### src/rtl/dorq_pkg.sv
// ---------------------------------------------------------------------------
// dorq_pkg
// Types and codes shared by the drop-oldest ring queue.
// ---------------------------------------------------------------------------
package dorq_pkg;

   localparam int ACTION_BITS = 2;
   localparam int WORD_BITS   = 64;
   localparam int AMOUNT_BITS = 7;

   localparam logic [ACTION_BITS-1:0] ACT_ENQUEUE = 2'd0;
   localparam logic [ACTION_BITS-1:0] ACT_FETCH   = 2'd1;
   localparam logic [ACTION_BITS-1:0] ACT_REMOVE  = 2'd2;
   localparam logic [ACTION_BITS-1:0] ACT_CLEAR   = 2'd3;

   typedef struct packed {
      logic [ACTION_BITS-1:0] action;
      logic [WORD_BITS-1:0]   record_word;
      logic [AMOUNT_BITS-1:0] batch_limit;
      logic [AMOUNT_BITS-1:0] remove_amount;
   } req_type;

   typedef struct packed {
      logic [WORD_BITS-1:0]   item_data;
      logic                   item_valid;
      logic                   last;
      logic [AMOUNT_BITS-1:0] occupancy;
      logic                   dropped_oldest;
      logic [AMOUNT_BITS-1:0] fetched_total;
   } rsp_type;

endpackage

### src/rtl/drop_oldest_ring_queue.sv
// ---------------------------------------------------------------------------
// drop_oldest_ring_queue
// Ring-buffer queue of records that drops the oldest record on a full
// enqueue, with batch fetch, remove and clear.
//
//   channel   direction   transfer when           payload
//   req_      in          req_valid & !req_stall  dorq_pkg::req_type
//   rsp_      out         rsp_valid & !rsp_stall  dorq_pkg::rsp_type
//
// Enqueue, remove, clear and an empty fetch each give one result.
// A fetch of n records issues one record-store read per cycle while rsp_stall
// does not hold the read stage, starting the cycle after the request transfer;
// each record passes the store's registered read, then the output register.
// One item is in work at a time; the next is taken once its last result
// sits in the output register. rsp_stall holds the read stage and the store.
// Synchronous reset empties the queue; store contents are not cleared.
// ---------------------------------------------------------------------------
module drop_oldest_ring_queue #(
   parameter int QUEUE_DEPTH = 64,
   parameter int RECORD_BITS = 64
) (
   input  logic              clock,
   input  logic              reset,
   input  logic              req_valid,
   output logic              req_stall,
   input  dorq_pkg::req_type req_payload,
   output logic              rsp_valid,
   input  logic              rsp_stall,
   output dorq_pkg::rsp_type rsp_payload
);

   import dorq_pkg::*;

   localparam int IDX_W = $clog2(QUEUE_DEPTH);
   localparam int CNT_W = $clog2(QUEUE_DEPTH + 1);
   localparam int SUM_W = IDX_W + 1;

   localparam logic [IDX_W-1:0] LAST_IDX = IDX_W'(QUEUE_DEPTH - 1);
   localparam logic [CNT_W-1:0] FULL_CNT = CNT_W'(QUEUE_DEPTH);
   localparam logic [SUM_W-1:0] DEPTH_S  = SUM_W'(QUEUE_DEPTH);

   localparam logic ST_IDLE  = 1'b0;
   localparam logic ST_FETCH = 1'b1;

   logic             state_ff, state_in;
   logic [IDX_W-1:0] head_ff, head_in;
   logic [IDX_W-1:0] tail_ff, tail_in;
   logic [CNT_W-1:0] count_ff, count_in;
   logic [IDX_W-1:0] rd_idx_ff, rd_idx_in;
   logic [CNT_W-1:0] left_ff, left_in;
   logic [CNT_W-1:0] total_ff, total_in;
   logic             p1_valid_ff, p1_valid_in;
   logic             p1_last_ff, p1_last_in;
   logic             rsp_valid_ff, rsp_valid_in;
   rsp_type          rsp_ff, rsp_in;

   logic                   out_free;
   logic                   req_fire;
   logic                   rd_en;
   logic                   wr_en;
   logic [RECORD_BITS-1:0] rd_data;
   logic [AMOUNT_BITS-1:0] count_ext;
   logic [AMOUNT_BITS-1:0] fetch_n;
   logic [AMOUNT_BITS-1:0] remove_n;
   logic [SUM_W-1:0]       head_sum;

   function automatic logic [IDX_W-1:0] ring_inc(input logic [IDX_W-1:0] idx);
      ring_inc = (idx == LAST_IDX) ? '0 : idx + 1'b1;
   endfunction

   dorq_ram #(
      .WIDTH (RECORD_BITS),
      .DEPTH (QUEUE_DEPTH)
   ) u_store (
      .clock   (clock),
      .wr_en   (wr_en),
      .wr_addr (tail_ff),
      .wr_data (req_payload.record_word[RECORD_BITS-1:0]),
      .rd_en   (rd_en),
      .rd_addr (rd_idx_ff),
      .rd_data (rd_data)
   );

   assign out_free  = !rsp_valid_ff || !rsp_stall;
   assign req_stall = (state_ff != ST_IDLE) || !out_free;
   assign req_fire  = req_valid && !req_stall;
   assign wr_en     = req_fire && (req_payload.action == ACT_ENQUEUE);
   assign rd_en     = (state_ff == ST_FETCH) && (left_ff != '0)
                      && (!p1_valid_ff || out_free);

   assign count_ext = AMOUNT_BITS'(count_ff);
   assign fetch_n   = (req_payload.batch_limit < count_ext) ?
                      req_payload.batch_limit : count_ext;
   assign remove_n  = (req_payload.remove_amount < count_ext) ?
                      req_payload.remove_amount : count_ext;
   assign head_sum  = SUM_W'(head_ff) + SUM_W'(remove_n);

   always_comb begin
      state_in     = state_ff;
      head_in      = head_ff;
      tail_in      = tail_ff;
      count_in     = count_ff;
      rd_idx_in    = rd_idx_ff;
      left_in      = left_ff;
      total_in     = total_ff;
      p1_valid_in  = p1_valid_ff;
      p1_last_in   = p1_last_ff;
      rsp_valid_in = rsp_valid_ff;
      rsp_in       = rsp_ff;

      if (rsp_valid_ff && !rsp_stall) begin
         rsp_valid_in = 1'b0;
      end

      // read stage -> output register
      if (p1_valid_ff && out_free) begin
         p1_valid_in           = 1'b0;
         rsp_valid_in          = 1'b1;
         rsp_in.item_data      = WORD_BITS'(rd_data);
         rsp_in.item_valid     = 1'b1;
         rsp_in.last           = p1_last_ff;
         rsp_in.occupancy      = count_ext;
         rsp_in.dropped_oldest = 1'b0;
         rsp_in.fetched_total  = AMOUNT_BITS'(total_ff);
         if (p1_last_ff) begin
            state_in = ST_IDLE;
         end
      end

      if (rd_en) begin
         rd_idx_in   = ring_inc(rd_idx_ff);
         left_in     = left_ff - 1'b1;
         p1_valid_in = 1'b1;
         p1_last_in  = (left_ff == CNT_W'(1));
      end

      if (req_fire) begin
         rsp_in.item_data      = '0;
         rsp_in.item_valid     = 1'b0;
         rsp_in.last           = 1'b1;
         rsp_in.dropped_oldest = 1'b0;
         rsp_in.fetched_total  = '0;
         rsp_in.occupancy      = count_ext;
         rsp_valid_in          = 1'b1;
         case (req_payload.action)
            ACT_ENQUEUE: begin
               tail_in = ring_inc(tail_ff);
               if (count_ff == FULL_CNT) begin
                  head_in               = ring_inc(head_ff);
                  rsp_in.dropped_oldest = 1'b1;
               end else begin
                  count_in         = count_ff + 1'b1;
                  rsp_in.occupancy = AMOUNT_BITS'(count_ff + 1'b1);
               end
            end
            ACT_FETCH: begin
               if (fetch_n != '0) begin
                  rsp_valid_in = 1'b0;
                  state_in     = ST_FETCH;
                  rd_idx_in    = head_ff;
                  left_in      = CNT_W'(fetch_n);
                  total_in     = CNT_W'(fetch_n);
               end
            end
            ACT_REMOVE: begin
               head_in          = (head_sum >= DEPTH_S) ?
                                  IDX_W'(head_sum - DEPTH_S) : IDX_W'(head_sum);
               count_in         = count_ff - CNT_W'(remove_n);
               rsp_in.occupancy = count_ext - remove_n;
            end
            ACT_CLEAR: begin
               head_in          = '0;
               tail_in          = '0;
               count_in         = '0;
               rsp_in.occupancy = '0;
            end
            default: begin
               rsp_valid_in = 1'b1;
            end
         endcase
      end
   end

   always_ff @(posedge clock) begin
      if (reset) begin
         state_ff     <= ST_IDLE;
         head_ff      <= '0;
         tail_ff      <= '0;
         count_ff     <= '0;
         left_ff      <= '0;
         p1_valid_ff  <= 1'b0;
         rsp_valid_ff <= 1'b0;
      end else begin
         state_ff     <= state_in;
         head_ff      <= head_in;
         tail_ff      <= tail_in;
         count_ff     <= count_in;
         left_ff      <= left_in;
         p1_valid_ff  <= p1_valid_in;
         rsp_valid_ff <= rsp_valid_in;
      end
   end

   always_ff @(posedge clock) begin
      rd_idx_ff  <= rd_idx_in;
      total_ff   <= total_in;
      p1_last_ff <= p1_last_in;
      rsp_ff     <= rsp_in;
   end

   assign rsp_valid   = rsp_valid_ff;
   assign rsp_payload = rsp_ff;

endmodule

### src/rtl/dorq_ram.sv
// ---------------------------------------------------------------------------
// dorq_ram
// Generic single-clock RAM: one write port, one read port, registered read.
// Read data holds while the read enable is low.
// ---------------------------------------------------------------------------
module dorq_ram #(
   parameter int WIDTH = 64,
   parameter int DEPTH = 64
) (
   input  logic                     clock,
   input  logic                     wr_en,
   input  logic [$clog2(DEPTH)-1:0] wr_addr,
   input  logic [WIDTH-1:0]         wr_data,
   input  logic                     rd_en,
   input  logic [$clog2(DEPTH)-1:0] rd_addr,
   output logic [WIDTH-1:0]         rd_data
);

   logic [WIDTH-1:0] mem_ff [DEPTH];
   logic [WIDTH-1:0] rd_data_ff;

   always_ff @(posedge clock) begin
      if (wr_en) begin
         mem_ff[wr_addr] <= wr_data;
      end
      if (rd_en) begin
         rd_data_ff <= mem_ff[rd_addr];
      end
   end

   assign rd_data = rd_data_ff;

endmodule

### config.mk
export PLATFORM = sky130hd
export DESIGN_NAME = drop_oldest_ring_queue
export DESIGN_NICKNAME = d
export VERILOG_FILES = /design/src/rtl/dorq_pkg.sv /design/src/rtl/drop_oldest_ring_queue.sv /design/src/rtl/dorq_ram.sv
export SDC_FILE = /design/constraint.sdc
export NUM_CORES = 2
export LEC_CHECK = 0
export ABC_AREA = 0
export ABC_CLOCK_PERIOD_IN_PS = 14400
export BUFFER_PORTS_ARGS = -buffer_cell sky130_fd_sc_hd__buf_2
export CAP_MARGIN = 10
export CORE_MARGIN = 8
export CORE_UTILIZATION = 55
export DETAILED_ROUTE_END_ITERATION = 6
export PLACE_DENSITY = 0.7
export SETUP_SLACK_MARGIN = 0.1
export SLEW_MARGIN = 20
export SYNTH_ARGS = -nofsm -noshare
export SYNTH_HDL_FRONTEND = slang
export SYNTH_SLANG_ARGS = --single-unit
### constraint.sdc
create_clock -name clock -period 14.4 [get_ports clock]
set_input_delay 2.88 -clock clock [delete_from_list [all_inputs] [get_ports clock]]
set_output_delay 2.88 -clock clock [all_outputs]
set_load 0.05 [all_outputs]
==> flow_metrics.tcl <==
set metrics [dict create \
    status "completed" \
    clock_latency_ps 960 \
    cts-htree-levels 5 \
    worstRegToRegCells 8 \
    synth_nets 7348 \
    cts-root-buf "clkbuf_16" \
    grt_pass1_vias 79461 \
    min_from "rsp_payload[43]$_SDFFE_PP0P_" \
    min_period_ps 6670 \
    reg2reg_slack_ps 9030 \
    chipWidth_um 558 \
    post_synth.cell_area_avg_sq_um 22.4 \
    cp_max_fo 25 \
    slowest_stage "nor2_4" \
    coreArea_sq_mm 0.293 \
    ant_nets 0 \
    critPathTopFamily "simple AND/OR/NAND/NOR gates" \
    required_ps 14960 \
    async_flop_share_pct 0 \
    fmax_mhz 150 \
    synth_top_area_share_pct 77.5 \
    setup_tns_ps 0 \
    synth_top_area_cell "edfxtp_1" \
    synthMuxAreaShare_pct 14.4 \
    cp-start-kind "primary input" \
    die_area_sq_mm 0.312 \
    wl_met3_um 52500 \
    finalSetupViolCount 0 \
    antenna_found_initial 31 \
    whs_path_depth 2 \
    wl_met1_um 162000 \
    syn_inst 7227 \
    post_synth_fa_ha_maj_area_fraction_pct 0.295 \
    wl_met2_um 200000 \
    synth_warnings 0 \
    synth_area_leaders "edfxtp_1 77%, mux4_2 14%, dfxtp_1 1.3%" \
    end_kind "flop" \
    synth-seq-cells 4284 \
    setup_slack_ps 7730 \
    cp_num_buf_inv 3 \
    dr.pass1.iters 7 \
    die_h_um 558 \
    ys_seq_area_share_pct 78.8 \
    dp.cells 11127 \
    leakage_nw 55.8 \
    worst-setup-path-type "primary input to flop" \
    overflow 0 \
    grt_pass1_wl_um 599000 \
    place_area_sq_mm 0.168 \
    drc_errors 0 \
    synth_ff_type "edfxtp_1" \
    fill_cells 19651 \
    top_layer_used "met5" \
    ios 167 \
    cp.arrival_ps 7230 \
    path_cells "buf_2, a21oi_1, nand2_1, nor3b_1, nand2_1, nor2_4, buf_4, buf_4" \
    cts_setup_buffers 0 \
    worst_pin_slew_ps 1230 \
    rsz0062_at_grt "no" \
    port_buffers 166 \
    grt_max_degree 132 \
    vias_per_cell 6.77 \
    cts_resized 0 \
    holdPathEnd "rsp_payload[43]$_SDFFE_PP0P_" \
    pre_cts_ws_ps 6840 \
    nets 7754 \
    route.detailed.wl_per_inst_um 35.9 \
    drtIter0Drc 12077 \
    cts_tree "done" \
    cellPowerDensity_mw_per_mm2 163 \
    yosysUniqueCellTypes 62 \
    cts_inserted_buffers 419 \
    final_cell_area_sq_mm 0.181 \
    ir_drop_v 0.000126 \
    fin_cells 11919 \
    slew_violations 0 \
    fin_crit_sh_pct 46.3 \
    clockBufferDepth 4 \
    maxCapViolations 0 \
    finalHoldViolCount 0 \
    routabilityCongestion 0.825 \
    dp_hpwl_um 242000 \
    synth_edf_count 4176 \
    num_vias 80652 \
    layout-drive-gt1-share_pct 26.5 \
    skew_ps 73.1 \
    hold_class "flop to flop" \
    synth_xor_area_share_pct 0.0866 \
    maxSlewHeadroom_pct 17.8 \
    synthSimpleGateAreaFrac_pct 1.48 \
    timing.rr.end "u_store.rd_data[32]$_DFFE_PP_" \
    rows 199 \
    slowest_delay_ps 870 \
    postCtsHoldBufs 0 \
    grtUsageTotal_pct 27.1 \
    r2r_start "rd_idx_ff[0]$_DFF_P_" \
    drt_wl_total_um 428000 \
    initial_core_util_pct 55.2 \
    area_growth_pct 12.1 \
    synth_top_family_by_area "multiplexers" \
    clkSinkCount 4284 \
    synth_compound_area_share_pct 3.64 \
    syn_area_sq_mm 0.162 \
    fin_hold_ws_ps 450 \
    clkTransAtPathRegs_ps 60 \
]
tightest hold or removal path: stages, from the launching register on:
cell and delay [ps]:
dfxtp_1 300, nand2_1 50, a21oi_1 50
layout make-up:
| cell class | instances | area, sq um | share of cell area (%) |
|---|---|---|---|
| timing repair buffer | 401 | 2850 | 1.57 |
| clock buffer | 522 | 11000 | 6.04 |
| inverter | 23 | 86.3 | 0.0476 |
| sequential | 4284 | 128000 | 70.3 |
| clock inverter | 248 | 2220 | 1.22 |
| multi-input combinational | 2504 | 32800 | 18.1 |
| tap | 3919 | 4900 | 2.70 |
| antenna | 18 | 45.0 | 0.0248 |
per-layer routing:
metal  vias to the layer above  GRT usage, %
met5                         -             0
met4                        14          7.88
met2                      5334          41.9
li1                      31672             -
met1                     42969          38.5
met3                       663          7.47
Yosys cell counts, drive strengths merged (64+ instances only):
master / n
dfxtp: 108
a22oi: 192
a221oi: 64
nor2: 180
clkbuf: 214
o22ai: 255
a21oi: 113
buf: 202
edfxtp: 4176
mux4: 1024
nand2: 312
power by group:
part           total [mW]  internal (mW)  switching, mW
registers            13.8           13.8         0.0801
clock network        10.6           5.89           4.67
logic                5.17           2.14           3.03
worst max path at each step:
stage	from	endpoint	slack, ps	cells past startpoint
after floorplan	rsp_stall	u_store.mem_ff[63][0]$_DFFE_PP_	6930	6
after global placement	rsp_stall	u_store.mem_ff[0][60]$_DFFE_PP_	6870	8
after detailed placement	rsp_stall	u_store.mem_ff[0][60]$_DFFE_PP_	6840	8
after CTS	rsp_stall	u_store.mem_ff[0][47]$_DFFE_PP_	7840	8
after global routing	rsp_stall	u_store.mem_ff[0][47]$_DFFE_PP_	7680	8
final	rsp_stall	u_store.mem_ff[0][47]$_DFFE_PP_	7730	8
cells by family (layout without fill, tap and decap cells):
kind of cell	Yosys count	after routing
fa+ha+maj	37	37
buf+inv	439	1194
simple gates	580	580
compound gates	826	826
mux	1045	1045
flops	4284	4284
other cells	0	18
xor+xnor	16	16
metrics by stage:
step	util, %	total power, mW
6_report	61.9	29.6
5_1_grt	61.9	30.4
4_1_cts	61.8	29.7
3_5_place_dp	57.3	19.2
3_3_place_gp	57.3	19.2
2_1_floorplan	-	17.5
cell usage in the layout (no fill, tap or decap), drive strengths merged, types with 7 or more instances in the layout:
master,n
mux4,1024
clkinvlp,15
nand2b,11
a22oi,192
o32a,63
clkbuf,524
xor2,7
buf,399
nand3,16
nor2,180
o22ai,255
clkinv,190
inv,40
mux2,15
bufinv,26
a22o,63
o21ai,24
nand2,312
a21oi,113
diode,18
nor3,14
nor2b,14
and3,8
a211oi,11
ha,35
dfxtp,108
edfxtp,4176
a221oi,64
xnor2,9
flip-flops by register name (all words and copies together), names as in the netlist:
signal and count:
p1_last_ff 1, u_store.mem_ff 4096, head_ff 6, rsp_valid 1, tail_ff 6, left_ff 7, p1_valid_ff 1, rd_idx_ff 6
total_ff 7, count_ext 7, u_store.rd_data 64, rsp_payload 81, state_ff 1
No activity file was read; power rests on OpenSTA's default activity.
